`src/rtl/core/grfd_pkg.sv`:
```
// shared types, constants and crc function for the gmii receive deframer
`default_nettype none

package grfd_pkg;

   localparam int HOLD_DEPTH = 5;
   localparam int HOLD_CNT_W = $clog2(HOLD_DEPTH + 1);

   localparam logic [7:0]  SOF_BYTE    = 8'hD5;
   localparam logic [31:0] CRC_PRESET  = 32'hFFFF_FFFF;
   localparam logic [31:0] CRC_RESIDUE = 32'hDEBB_20E3;
   localparam logic [31:0] CRC_POLY    = 32'hEDB8_8320;

   typedef struct packed {
      logic push;
      logic clear;
   } grfd_ctl_type;

   function automatic logic [31:0] crc_byte(input logic [31:0] crc, input logic [7:0] b);
      logic [31:0] c;
      c = crc ^ {24'd0, b};
      for (int k = 0; k < 8; k++) begin
         c = c[0] ? ((c >> 1) ^ CRC_POLY) : (c >> 1);
      end
      return c;
   endfunction

endpackage

`default_nettype wire

```
`src/rtl/core/grfd_crc.sv`:
```
// running ethernet crc-32 over frame bytes with residue check
`default_nettype none

module grfd_crc (
   input  wire logic                  clock,
   input  wire logic                  reset,
   input  wire grfd_pkg::grfd_ctl_type ctl,
   input  wire logic [7:0]            data,
   output logic                       residue_ok
);
   import grfd_pkg::*;

   logic [31:0] crc_ff;
   logic [31:0] crc_in;

   always_comb begin
      crc_in = crc_ff;
      if (ctl.clear) begin
         crc_in = CRC_PRESET;
      end else if (ctl.push) begin
         crc_in = crc_byte(crc_ff, data);
      end
   end

   always_ff @(posedge clock) begin
      if (reset) begin
         crc_ff <= CRC_PRESET;
      end else begin
         crc_ff <= crc_in;
      end
   end

   assign residue_ok = (crc_ff == CRC_RESIDUE);

endmodule

`default_nettype wire

```
`src/rtl/core/grfd_hold.sv`:
```
// five-byte hold line that keeps the fcs bytes back
`default_nettype none

module grfd_hold (
   input  wire logic                  clock,
   input  wire logic                  reset,
   input  wire grfd_pkg::grfd_ctl_type ctl,
   input  wire logic [7:0]            data,
   output logic                       full,
   output logic [7:0]                 oldest
);
   import grfd_pkg::*;

   logic [7:0]            bytes_ff [HOLD_DEPTH];
   logic [7:0]            bytes_in [HOLD_DEPTH];
   logic [HOLD_CNT_W-1:0] count_ff;
   logic [HOLD_CNT_W-1:0] count_in;

   assign full   = (count_ff == HOLD_CNT_W'(HOLD_DEPTH));
   assign oldest = bytes_ff[0];

   always_comb begin
      count_in = count_ff;
      for (int i = 0; i < HOLD_DEPTH; i++) begin
         bytes_in[i] = bytes_ff[i];
      end
      if (ctl.clear) begin
         count_in = '0;
      end else if (ctl.push) begin
         if (full) begin
            for (int i = 0; i < HOLD_DEPTH - 1; i++) begin
               bytes_in[i] = bytes_ff[i + 1];
            end
            bytes_in[HOLD_DEPTH - 1] = data;
         end else begin
            for (int i = 0; i < HOLD_DEPTH; i++) begin
               if (count_ff == HOLD_CNT_W'(i)) begin
                  bytes_in[i] = data;
               end
            end
            count_in = count_ff + HOLD_CNT_W'(1);
         end
      end
   end

   always_ff @(posedge clock) begin
      if (reset) begin
         count_ff <= '0;
      end else begin
         count_ff <= count_in;
      end
   end

   always_ff @(posedge clock) begin
      for (int i = 0; i < HOLD_DEPTH; i++) begin
         bytes_ff[i] <= bytes_in[i];
      end
   end

endmodule

`default_nettype wire

```
`src/rtl/core/gmii_rx_frame_deframer.sv`:
```
// gmii receive deframer: preamble skip, fcs strip and crc-32 check
// a result beat is valid in the cycle after the input beat that causes it
// throughput: one input beat per cycle while req_ready is high, with the crc updated per byte
// req_ready stays high while the output register is empty or being drained
// synchronous reset returns to idle with the hold line empty and crc preset
`default_nettype none

module gmii_rx_frame_deframer (
   input  wire logic       clock,
   input  wire logic       reset,
   input  wire logic       req_valid,
   output logic            req_ready,
   input  wire logic       req_data_valid,
   input  wire logic [7:0] req_rx_byte,
   output logic            rsp_valid,
   input  wire logic       rsp_ready,
   output logic [7:0]      rsp_out_byte,
   output logic            rsp_frame_last,
   output logic            rsp_frame_error
);
   import grfd_pkg::*;

   typedef enum logic [1:0] {
      PH_IDLE,
      PH_PREAMBLE,
      PH_FRAME
   } phase_type;

   phase_type    phase_ff;
   phase_type    phase_in;
   logic         rsp_valid_ff;
   logic         rsp_valid_in;
   logic [7:0]   out_byte_ff;
   logic [7:0]   out_byte_in;
   logic         last_ff;
   logic         last_in;
   logic         error_ff;
   logic         error_in;
   logic         accept;
   logic         emit;
   logic         hold_full;
   logic [7:0]   hold_oldest;
   logic         residue_ok;
   grfd_ctl_type ctl;

   assign req_ready = !rsp_valid_ff || rsp_ready;
   assign accept    = req_valid && req_ready;

   always_comb begin
      phase_in    = phase_ff;
      ctl         = '0;
      emit        = 1'b0;
      out_byte_in = out_byte_ff;
      last_in     = last_ff;
      error_in    = error_ff;
      if (accept) begin
         case (phase_ff)
            PH_FRAME: begin
               if (req_data_valid) begin
                  ctl.push = 1'b1;
                  if (hold_full) begin
                     emit        = 1'b1;
                     out_byte_in = hold_oldest;
                     last_in     = 1'b0;
                     error_in    = 1'b0;
                  end
               end else begin
                  emit        = 1'b1;
                  ctl.clear   = 1'b1;
                  phase_in    = PH_IDLE;
                  last_in     = 1'b1;
                  out_byte_in = hold_full ? hold_oldest : 8'd0;
                  error_in    = hold_full ? !residue_ok : 1'b1;
               end
            end
            default: begin
               if (!req_data_valid) begin
                  phase_in = PH_IDLE;
               end else if (req_rx_byte == SOF_BYTE) begin
                  phase_in  = PH_FRAME;
                  ctl.clear = 1'b1;
               end else begin
                  phase_in = PH_PREAMBLE;
               end
            end
         endcase
      end
      if (emit) begin
         rsp_valid_in = 1'b1;
      end else if (rsp_ready) begin
         rsp_valid_in = 1'b0;
      end else begin
         rsp_valid_in = rsp_valid_ff;
      end
   end

   always_ff @(posedge clock) begin
      if (reset) begin
         phase_ff     <= PH_IDLE;
         rsp_valid_ff <= 1'b0;
      end else begin
         phase_ff     <= phase_in;
         rsp_valid_ff <= rsp_valid_in;
      end
      out_byte_ff <= out_byte_in;
      last_ff     <= last_in;
      error_ff    <= error_in;
   end

   grfd_crc u_crc (
      .clock      (clock),
      .reset      (reset),
      .ctl        (ctl),
      .data       (req_rx_byte),
      .residue_ok (residue_ok)
   );

   grfd_hold u_hold (
      .clock  (clock),
      .reset  (reset),
      .ctl    (ctl),
      .data   (req_rx_byte),
      .full   (hold_full),
      .oldest (hold_oldest)
   );

   assign rsp_valid       = rsp_valid_ff;
   assign rsp_out_byte    = out_byte_ff;
   assign rsp_frame_last  = last_ff;
   assign rsp_frame_error = error_ff;

endmodule

`default_nettype wire

```
`config.mk`:
```
export PLATFORM = sky130hd
export DESIGN_NAME = gmii_rx_frame_deframer
export DESIGN_NICKNAME = d
export VERILOG_FILES = /design/src/rtl/core/grfd_pkg.sv /design/src/rtl/core/grfd_crc.sv /design/src/rtl/core/grfd_hold.sv /design/src/rtl/core/gmii_rx_frame_deframer.sv
export SDC_FILE = /design/constraint.sdc
export NUM_CORES = 1
export LEC_CHECK = 0
export ABC_AREA = 0
export BUFFER_PORTS_ARGS = -buffer_cell sky130_fd_sc_hd__buf_2
export CORE_MARGIN = 8
export CORE_UTILIZATION = 30
export DETAILED_ROUTE_END_ITERATION = 10
export SLEW_MARGIN = 20
export SYNTH_ARGS = -nofsm -noshare
export SYNTH_HDL_FRONTEND = slang
export SYNTH_HIERARCHICAL = 1
export SYNTH_SLANG_ARGS = --single-unit
```
`constraint.sdc`:
```
create_clock -name clock -period 5.25 [get_ports clock]
set_input_delay 0.525 -clock clock [delete_from_list [all_inputs] [get_ports clock]]
set_output_delay 0.525 -clock clock [all_outputs]
set_load 0.02 [all_outputs]
```
==> results.json, run 1 <==
{
  "status": "finished clean",
  "synthesis.nets": 399,
  "tightest_slew_ns": 0.8990,
  "start_kind": "flop",
  "clock_skew_ns": 0.01098,
  "dr.pass1.iters": 4,
  "grt_pass1_wl_um": 14560,
  "cts_resized": 0,
  "final_cell_mix": "50 x edfxtp_1, 38 x dfxtp_1, 37 x xnor2_1",
  "period_share": 0.4312,
  "cts_tree": "yes",
  "nets": 412,
  "io_pins": 25,
  "syn_inst": 382,
  "ys_warn_count": 6,
  "stdcell_area_um2": 4992,
  "layout-drive-gt1-share": 0.1980,
  "die_y_um": 138.3,
  "slew_headroom": 0.4000,
  "async_flop_share": 0,
  "grt_pass1_vias": 2809,
  "path_clk_slew_ns": 0.07,
  "arrival_ns": 2.27,
  "layout_commonest_cell": "edfxtp_1",
  "hold_viol_final": 0,
  "seq_area_frac_synth": 0.5043,
  "rows": 44,
  "initial_utilization": 0.3075,
  "rsz0062_at_grt": "no",
  "ff_latch_area_um2": 2262,
  "report.final.slew_viol_count": 0,
  "finalWirelength_um": 8681,
  "grtUsageTotal": 0.09339,
  "wl_per_cell_um": 14.89,
  "core_area_um2": 14590,
  "fin_tns_setup_ns": 0,
  "p_per_area_nw_per_um2": 302.0,
  "grt_max_degree": 38,
  "clk_path_buf_depth": 2,
  "cts-root-buf": "clkbuf_16",
  "place_area_um2": 4698,
  "cts_buffers": 9,
  "setup_viol": 0,
  "io_buffer_count": 24,
  "maxClockFrequency_ghz": 0.4417,
  "synthFlopType": "edfxtp_1",
  "antenna_found_initial": 0,
  "yosysUniqueCellTypes": 53,
  "place_hpwl_um": 6243,
  "avgViaCountPerCell": 4.702,
  "r2r-start": "u_hold/count_ff[1]$_SDFFE_PP0P_",
  "drc_errors": 0,
  "worstPathRequired_ns": 5.26,
  "hp-class": "input pin to flop",
  "worst-setup-path-type": "flop to flop",
  "layout_min_cycle_time_ns": 2.264,
  "cp_max_fo": 35,
  "max-vdd-ir-drop_uv": 136.2,
  "fp.dieW_um": 138.3,
  "vias": 2741,
  "placedCellCount": 568,
  "place.gp.congestion": 0.8045,
  "endpoint_kind": "flop",
  "ys_ff_latch": 88,
  "syn_area_per_cell_um2": 11.74,
  "cap_viol_max_count": 0,
  "drtIter0Drc": 164,
  "multi_input_area_um2": 2039,
  "syn2layout_area_growth_pct": 11.30,
  "syn_area_um2": 4486,
  "gr-total-overflow": 0,
  "dieArea_um2": 19120,
  "p_leak_uw": 0.001915,
  "cts_sinks": 88,
  "antenna_left": 0,
  "cts.htree.levels": 3,
  "insertion_delay_ns": 0.34,
  "fin_cells": 583,
  "nFillCells": 1409,
  "post_cts_buffers": 0,
  "crit_start": "u_hold/count_ff[1]$_SDFFE_PP0P_",
  "hp-start": "req_rx_byte[5]",
  "cts_hold_buf": 0,
  "synth_edf_count": 50,
  "n_antenna_cell": 0
}
[layer usage]
| metal | share of wire | GRT usage | up-vias | routed length, um |
|---|---|---|---|---|
| li1 | - | - | 1358 | - |
| met1 | 0.46 | 0.1144 | 1324 | 3996 |
| met2 | 0.48 | 0.1534 | 49 | 4153 |
| met3 | 0.048 | 0.02740 | 10 | 413 |
| met4 | 0.014 | 0.03089 | 0 | 119 |
| met5 | 0 | 0 | - | 0 |
[cell usage after synthesis, types with 4 or more instances]
master | instances | share of area
edfxtp_1 | 50 | 0.33
dfxtp_1 | 38 | 0.17
xnor2_1 | 37 | 0.072
a21o_1 | 32 | 0.054
nor2_1 | 32 | 0.027
o21ai_0 | 25 | 0.028
a21oi_1 | 17 | 0.019
nand2_1 | 14 | 0.012
xor2_1 | 14 | 0.027
clkbuf_1 | 10 | 0.0084
xnor2_2 | 10 | 0.036
buf_4 | 8 | 0.013
a21boi_2 | 7 | 0.018
and2b_1 | 6 | 0.010
nor3_1 | 6 | 0.0067
buf_6 | 5 | 0.013
inv_1 | 5 | 0.0042
nand2b_1 | 5 | 0.0070
a31oi_1 | 4 | 0.0056
ha_1 | 4 | 0.011
[critical path, stage by stage (launching register included)]
cell and delay, ns:
dfxtp_1 0.34, inv_1 0.09, ha_1 0.62, nand2_4 0.14, clkinv_4 0.23, or2b_1 0.15
nand3_2 0.08, inv_1 0.28
[logic make-up after synthesis]
group | count (synthesis) | synth area share
flip-flops | 88 | 0.5043
adder cells (fa/ha/maj) | 4 | 0.01116
AND/OR/NAND/NOR | 95 | 0.1239
AO/OA/AOI/OAI | 93 | 0.1361
multiplexers | 2 | 0.005021
XOR/XNOR | 69 | 0.1774
buffers and inverters | 31 | 0.04212
[final timing paths]
check                                                   endpoint  slack, ns  depth (start not counted)
worst max-delay path                   rsp_out_byte[4]$_DFFE_PP_       2.99                          7
worst min-delay path            u_hold/bytes_ff[0][37]$_DFFE_PP_       0.45                          1
worst max register to register         rsp_out_byte[4]$_DFFE_PP_       2.99                          7
worst min register to register  u_hold/bytes_ff[0][18]$_DFFE_PP_       0.51                          1
[through the flow]
step                worst slack [ns]  total power [uW]  hold WS (ns)    util
finish                         2.986              1508        0.4467  0.3422
global placement               2.709             890.3        0.4961  0.3220
floorplan                      3.137             856.8        0.4733       -
CTS                            2.935              1524        0.4430  0.3422
global route                   2.758              1563        0.4466  0.3422
detailed placement             2.690             889.7        0.5017  0.3220
[area by class of cell]
class | instances | share of cell area
multi-input combinational | 263 | 0.4085
timing repair buffer | 26 | 0.02707
tap | 184 | 0.04612
clock inverter | 6 | 0.01378
clock buffer | 9 | 0.04511
inverter | 7 | 0.006266
sequential | 88 | 0.4531
[sequential cells by signal, indices dropped and copies added, names as in the netlist]
name	count
phase_ff	2
rsp_frame_error	1
rsp_frame_last	1
rsp_out_byte	8
rsp_valid	1
u_crc/crc_ff	32
u_hold/bytes_ff	40
u_hold/count_ff	3
[power by group]
part | switching (uW) | internal [uW] | leakage (uW)
logic | 76.5 | 71.7 | 0.00101
registers | 0.657 | 727 | 0.000758
clock network | 264 | 368 | 0.000142
(Power assumes the default switching activity.)
==> inputs of run 2 (changes only) <==
- clock period: 5.25 -> 2.2 ns (I/O delays scaled with it)
==> results.json, run 2 (same netlist as run 1, synthesis figures left out) <==
{
  "status": "finished clean",
  "dr.pass1.iters": 4,
  "insertion_delay_ns": 0.34,
  "p_per_area_nw_per_um2": 722.8,
  "layout-drive-gt1-share": 0.2233,
  "cts.htree.levels": 3,
  "grt_max_degree": 37,
  "drc_errors": 0,
  "clk_path_buf_depth": 2,
  "max-vdd-ir-drop_uv": 426.1,
  "finalWirelength_um": 8762,
  "drtIter0Drc": 247,
  "hp-start": "req_rx_byte[7]",
  "hp-class": "input pin to flop",
  "syn2layout_area_growth_pct": 13.64,
  "post_cts_buffers": 0,
  "rr_endpoint": "u_hold/bytes_ff[0][1]$_DFFE_PP_",
  "grt_pass1_wl_um": 14800,
  "antenna_found_initial": 0,
  "vias": 2742,
  "grt_pass1_vias": 2840,
  "dieArea_um2": 19120,
  "start_kind": "flop",
  "p_leak_uw": 0.001982,
  "fp.dieW_um": 138.3,
  "io_pins": 25,
  "r2r_cells": 6,
  "place.gp.congestion": 0.8339,
  "antenna_left": 0,
  "cap_viol_max_count": 0,
  "layout_commonest_cell": "edfxtp_1",
  "gr-total-overflow": 0,
  "cts_buffers": 9,
  "cp_max_fo": 8,
  "die_y_um": 138.3,
  "nets": 424,
  "arrival_ns": 2.00,
  "wl_per_cell_um": 14.70,
  "worstHoldEndpoint": "u_hold/bytes_ff[0][39]$_DFFE_PP_",
  "report.final.slew_viol_count": 0,
  "worst-setup-path-type": "flop to flop",
  "avgViaCountPerCell": 4.601,
  "final_core_util": 0.3494,
  "whs_path_depth": 1,
  "worstPathRequired_ns": 2.17,
  "clock_skew_ns": 0.005946,
  "hold_ws_ns": 0.1218,
  "endpoint_kind": "flop",
  "place_hpwl_um": 6427,
  "layout_min_cycle_time_ns": 2.030,
  "cts_hold_buf": 0,
  "grtUsageTotal": 0.09575,
  "core_area_um2": 14590,
  "setup_viol": 0,
  "r2r_slack_ns": 0.17,
  "largest_register": "u_hold/bytes_ff",
  "maxClockFrequency_ghz": 0.4927,
  "cts_tree": "yes",
  "final_cell_mix": "50 x edfxtp_1, 38 x dfxtp_1, 37 x xnor2_1",
  "period_share": 0.9227,
  "largest_register_ffs": 40,
  "rsz0062_at_grt": "yes",
  "cts_sinks": 88,
  "io_buffer_count": 24,
  "n_antenna_cell": 0,
  "initial_utilization": 0.3075,
  "cts_resized": 0,
  "slew_headroom": 0.4676,
  "nFillCells": 1469,
  "r2r-start": "phase_ff[1]$_SDFFE_PP0P_",
  "rows": 44,
  "path_clk_slew_ns": 0.07,
  "tightest_slew_ns": 0.7986,
  "cts-root-buf": "clkbuf_16",
  "hold_viol_final": 0
}
run 2: cell count changes in the layout (fill, tap and decap cells not counted):
cell,change
buf_4,+12
clkinv_4,-2
clkinv_2,-1
inv_6,+3
inv_8,+1
run 2: cell type report:
cell class | count | area (um2) | share of cell area
Sequential cell | 88 | 2262 | 0.4438
Timing Repair Buffer | 38 | 225.2 | 0.04418
Clock buffer | 9 | 225.2 | 0.04418
Clock inverter | 7 | 83.83 | 0.01645
Tap cell | 184 | 230.2 | 0.04516
Inverter | 7 | 31.28 | 0.006136
Multi-Input combinational cell | 263 | 2039 | 0.4001
run 2: layer usage:
| layer | wire (um) | global-route usage | vias to the layer above |
|---|---|---|---|
| met4 | 100 | 0.02975 | 0 |
| met5 | 0 | 0 | - |
| li1 | - | - | 1374 |
| met1 | 4028 | 0.1148 | 1314 |
| met2 | 4278 | 0.1539 | 44 |
| met3 | 354 | 0.03801 | 10 |
run 2: stage by stage:
stage          power (uW)  setup WS, ns  cell area, um2  setup TNS (ns)  instances
3_5_place_dp         2137        0.1308            4788               0        580
5_1_grt              3840      -0.01808            5097         -0.2476        596
2_1_floorplan        2045        0.2398            4486               0        382
6_report             3684        0.1702            5097               0        596
4_1_cts              3746        0.1500            5097               0        596
3_3_place_gp         2135        0.1744            4788               0        580
run 2: report_power, final:
group | total [uW] | leakage (uW) | internal [uW] | switching [uW]
combinational | 365 | 0.00107 | 184 | 181
sequential | 1740 | 0.000758 | 1730 | 1.55
clock | 1580 | 0.000149 | 904 | 679
run 2: worst max-delay path by stage:
stage | startpoint | end | slack [ns]
after global routing | phase_ff[0]$_SDFFE_PP0P_ | u_hold/bytes_ff[0][24]$_DFFE_PP_ | -0.02
after floorplan | rsp_valid$_SDFFE_PP0P_ | u_hold/bytes_ff[0][0]$_DFFE_PP_ | 0.24
final | phase_ff[1]$_SDFFE_PP0P_ | u_hold/bytes_ff[0][1]$_DFFE_PP_ | 0.17
after global placement | req_rx_byte[3] | u_hold/bytes_ff[0][30]$_DFFE_PP_ | 0.17
after detailed placement | req_rx_byte[3] | u_hold/bytes_ff[0][4]$_DFFE_PP_ | 0.13
after CTS | phase_ff[1]$_SDFFE_PP0P_ | u_hold/bytes_ff[0][1]$_DFFE_PP_ | 0.15
run 2: critical path, stage by stage, from the launching register on:
cell,delay (ns)
dfxtp_1,0.35
nor2b_4,0.19
nor2_4,0.05
a21oi_1,0.14
nor2_1,0.07
nand2b_1,0.20
a21oi_1,0.65
==> inputs of run 3 (changes only) <==
==> constraint.sdc (replaced) <==
create_clock -name clock -period 2.2 [get_ports clock]
set_input_delay 0.44 -clock clock [delete_from_list [all_inputs] [get_ports clock]]
set_output_delay 0.44 -clock clock [all_outputs]
set_load 0.02 [all_outputs]
==> results.json, run 3 (same netlist as run 1, synthesis figures left out) <==
{
  "largest_register": "u_hold/bytes_ff",
  "p_sw_uw": 808.5,
  "grtUsageTotal": 0.09528,
  "cts_tree": "yes",
  "grt_pass1_wl_um": 14860,
  "tightest_slew_ns": 0.7749,
  "grt_pass1_vias": 2900,
  "dieArea_um2": 19120,
  "layout_min_cycle_time_ns": 2.019,
  "drc_errors": 0,
  "p_leak_uw": 0.002026,
  "grt_max_degree": 37,
  "setup_viol": 0,
  "gr-total-overflow": 0,
  "p_int_uw": 2815,
  "maxClockFrequency_ghz": 0.4954,
  "placedCellCount": 590,
  "comb_power_share": 0.105,
  "io_buffer_count": 24,
  "slew_headroom": 0.4834,
  "clk_path_buf_depth": 2,
  "core_area_um2": 14590,
  "final_cell_mix": "50 x edfxtp_1, 38 x dfxtp_1, 37 x xnor2_1",
  "endpoint_kind": "flop",
  "stdcell_area_um2": 5176,
  "largest_register_ffs": 40,
  "dr.pass1.iters": 6,
  "initial_utilization": 0.3075,
  "cts_buffers": 9,
  "power.total_uw": 3623,
  "seq_power_share": 0.479,
  "setup_ws_ns": 0.1815,
  "worst-setup-path-type": "flop to flop",
  "met2_usage": 0.1646,
  "rsz0062_at_grt": "no",
  "io_pins": 25,
  "cap_viol_max_count": 0,
  "grt_util_met3": 0.03014,
  "layout-drive-gt1-share": 0.2393,
  "max-vdd-ir-drop_uv": 395.6,
  "start_kind": "flop",
  "wl_per_cell_um": 14.75,
  "cts_sinks": 88,
  "finalWirelength_um": 8939,
  "p_per_area_nw_per_um2": 700.0,
  "avgViaCountPerCell": 4.620,
  "clock_skew_ns": 0.004623,
  "report.final.slew_viol_count": 0,
  "cts-root-buf": "clkbuf_16",
  "fp.dieW_um": 138.3,
  "cp_max_fo": 8,
  "drtIter0Drc": 192,
  "hold_viol_final": 0,
  "rows": 44,
  "insertion_delay_ns": 0.34,
  "antenna_left": 0,
  "place_area_um2": 4876,
  "cts.htree.levels": 3,
  "worstPathRequired_ns": 2.17,
  "gr-usage-met1": 0.1097,
  "n_antenna_cell": 0,
  "place_hpwl_um": 6594,
  "nets": 434,
  "dp_slack_ns": -0.02920,
  "swShare": 0.2231,
  "die_y_um": 138.3,
  "syn2layout_area_growth_pct": 15.40,
  "place.gp.congestion": 0.8063,
  "clock_power_share": 0.415,
  "hp-class": "input pin to flop",
  "vias": 2800,
  "globalRoute.busiestLayer": "met2",
  "post_cts_buffers": 0,
  "period_share": 0.9175,
  "arrival_ns": 1.99,
  "fin_cells": 606,
  "layout_commonest_cell": "edfxtp_1",
  "antenna_found_initial": 0,
  "path_clk_slew_ns": 0.06,
  "status": "finished clean"
}
[run 3: power groups by stage]
| stage | registers (uW) | logic, uW | clock network, uW |
|---|---|---|---|
| after detailed placement | 1770 | 383 | 0 |
| after CTS | 1740 | 387 | 1560 |
| after global placement | 1770 | 379 | 0 |
| final | 1740 | 382 | 1510 |
| after floorplan | 1770 | 272 | 0 |
| after global routing | 1730 | 411 | 1640 |
[run 3: final timing paths]
kind                                          startpoint                          endpoint  slack, ns  depth (start not counted)
worst min-delay path                      req_rx_byte[1]  u_hold/bytes_ff[0][33]$_DFFE_PP_       0.38                          1
worst max-delay path            phase_ff[1]$_SDFFE_PP0P_  u_hold/bytes_ff[0][16]$_DFFE_PP_       0.18                          6
worst min register to register    rsp_valid$_SDFFE_PP0P_            rsp_valid$_SDFFE_PP0P_       0.51                          2
worst max register to register  phase_ff[1]$_SDFFE_PP0P_  u_hold/bytes_ff[0][16]$_DFFE_PP_       0.18                          6
[run 3: worst max-delay path, cell delays in order, from the launching register on]
cell and delay, ns:
dfxtp_1 0.35, nor2b_4 0.20, nor2_4 0.05, a21oi_1 0.13, nor2_1 0.06, nand2b_1 0.22
a21oi_1 0.64
[run 3: per-stage QoR]
step	TNS (ns)	hold slack (ns)	util
floorplan	0	0.4733	-
global placement	-0.3933	0.4983	0.3342
detailed placement	-0.2740	0.5042	0.3342
CTS	0	0.3681	0.3545
global route	0	0.3758	0.3548
finish	0	0.3843	0.3548
[run 3: final cells by class]
class,instances,area [um2]
Sequential cell,88,2262
Clock inverter,6,67.56
Multi-Input combinational cell,263,2043
Fill cell,1418,9413
Timing Repair Buffer,48,312.8
Inverter,7,31.28
Tap cell,184,230.2
Clock buffer,10,229.0
[run 3: per-layer routing]
metal	wire, um	vias up
met1	3962	1338
li1	-	1399
met2	4438	52
met3	440	11
met4	98	0
met5	0	-
[run 3: repair_timing]
action                     CTS  global route
gates resized for setup      0             1
setup endpoints to repair    0             3
hold buffers                 0             0
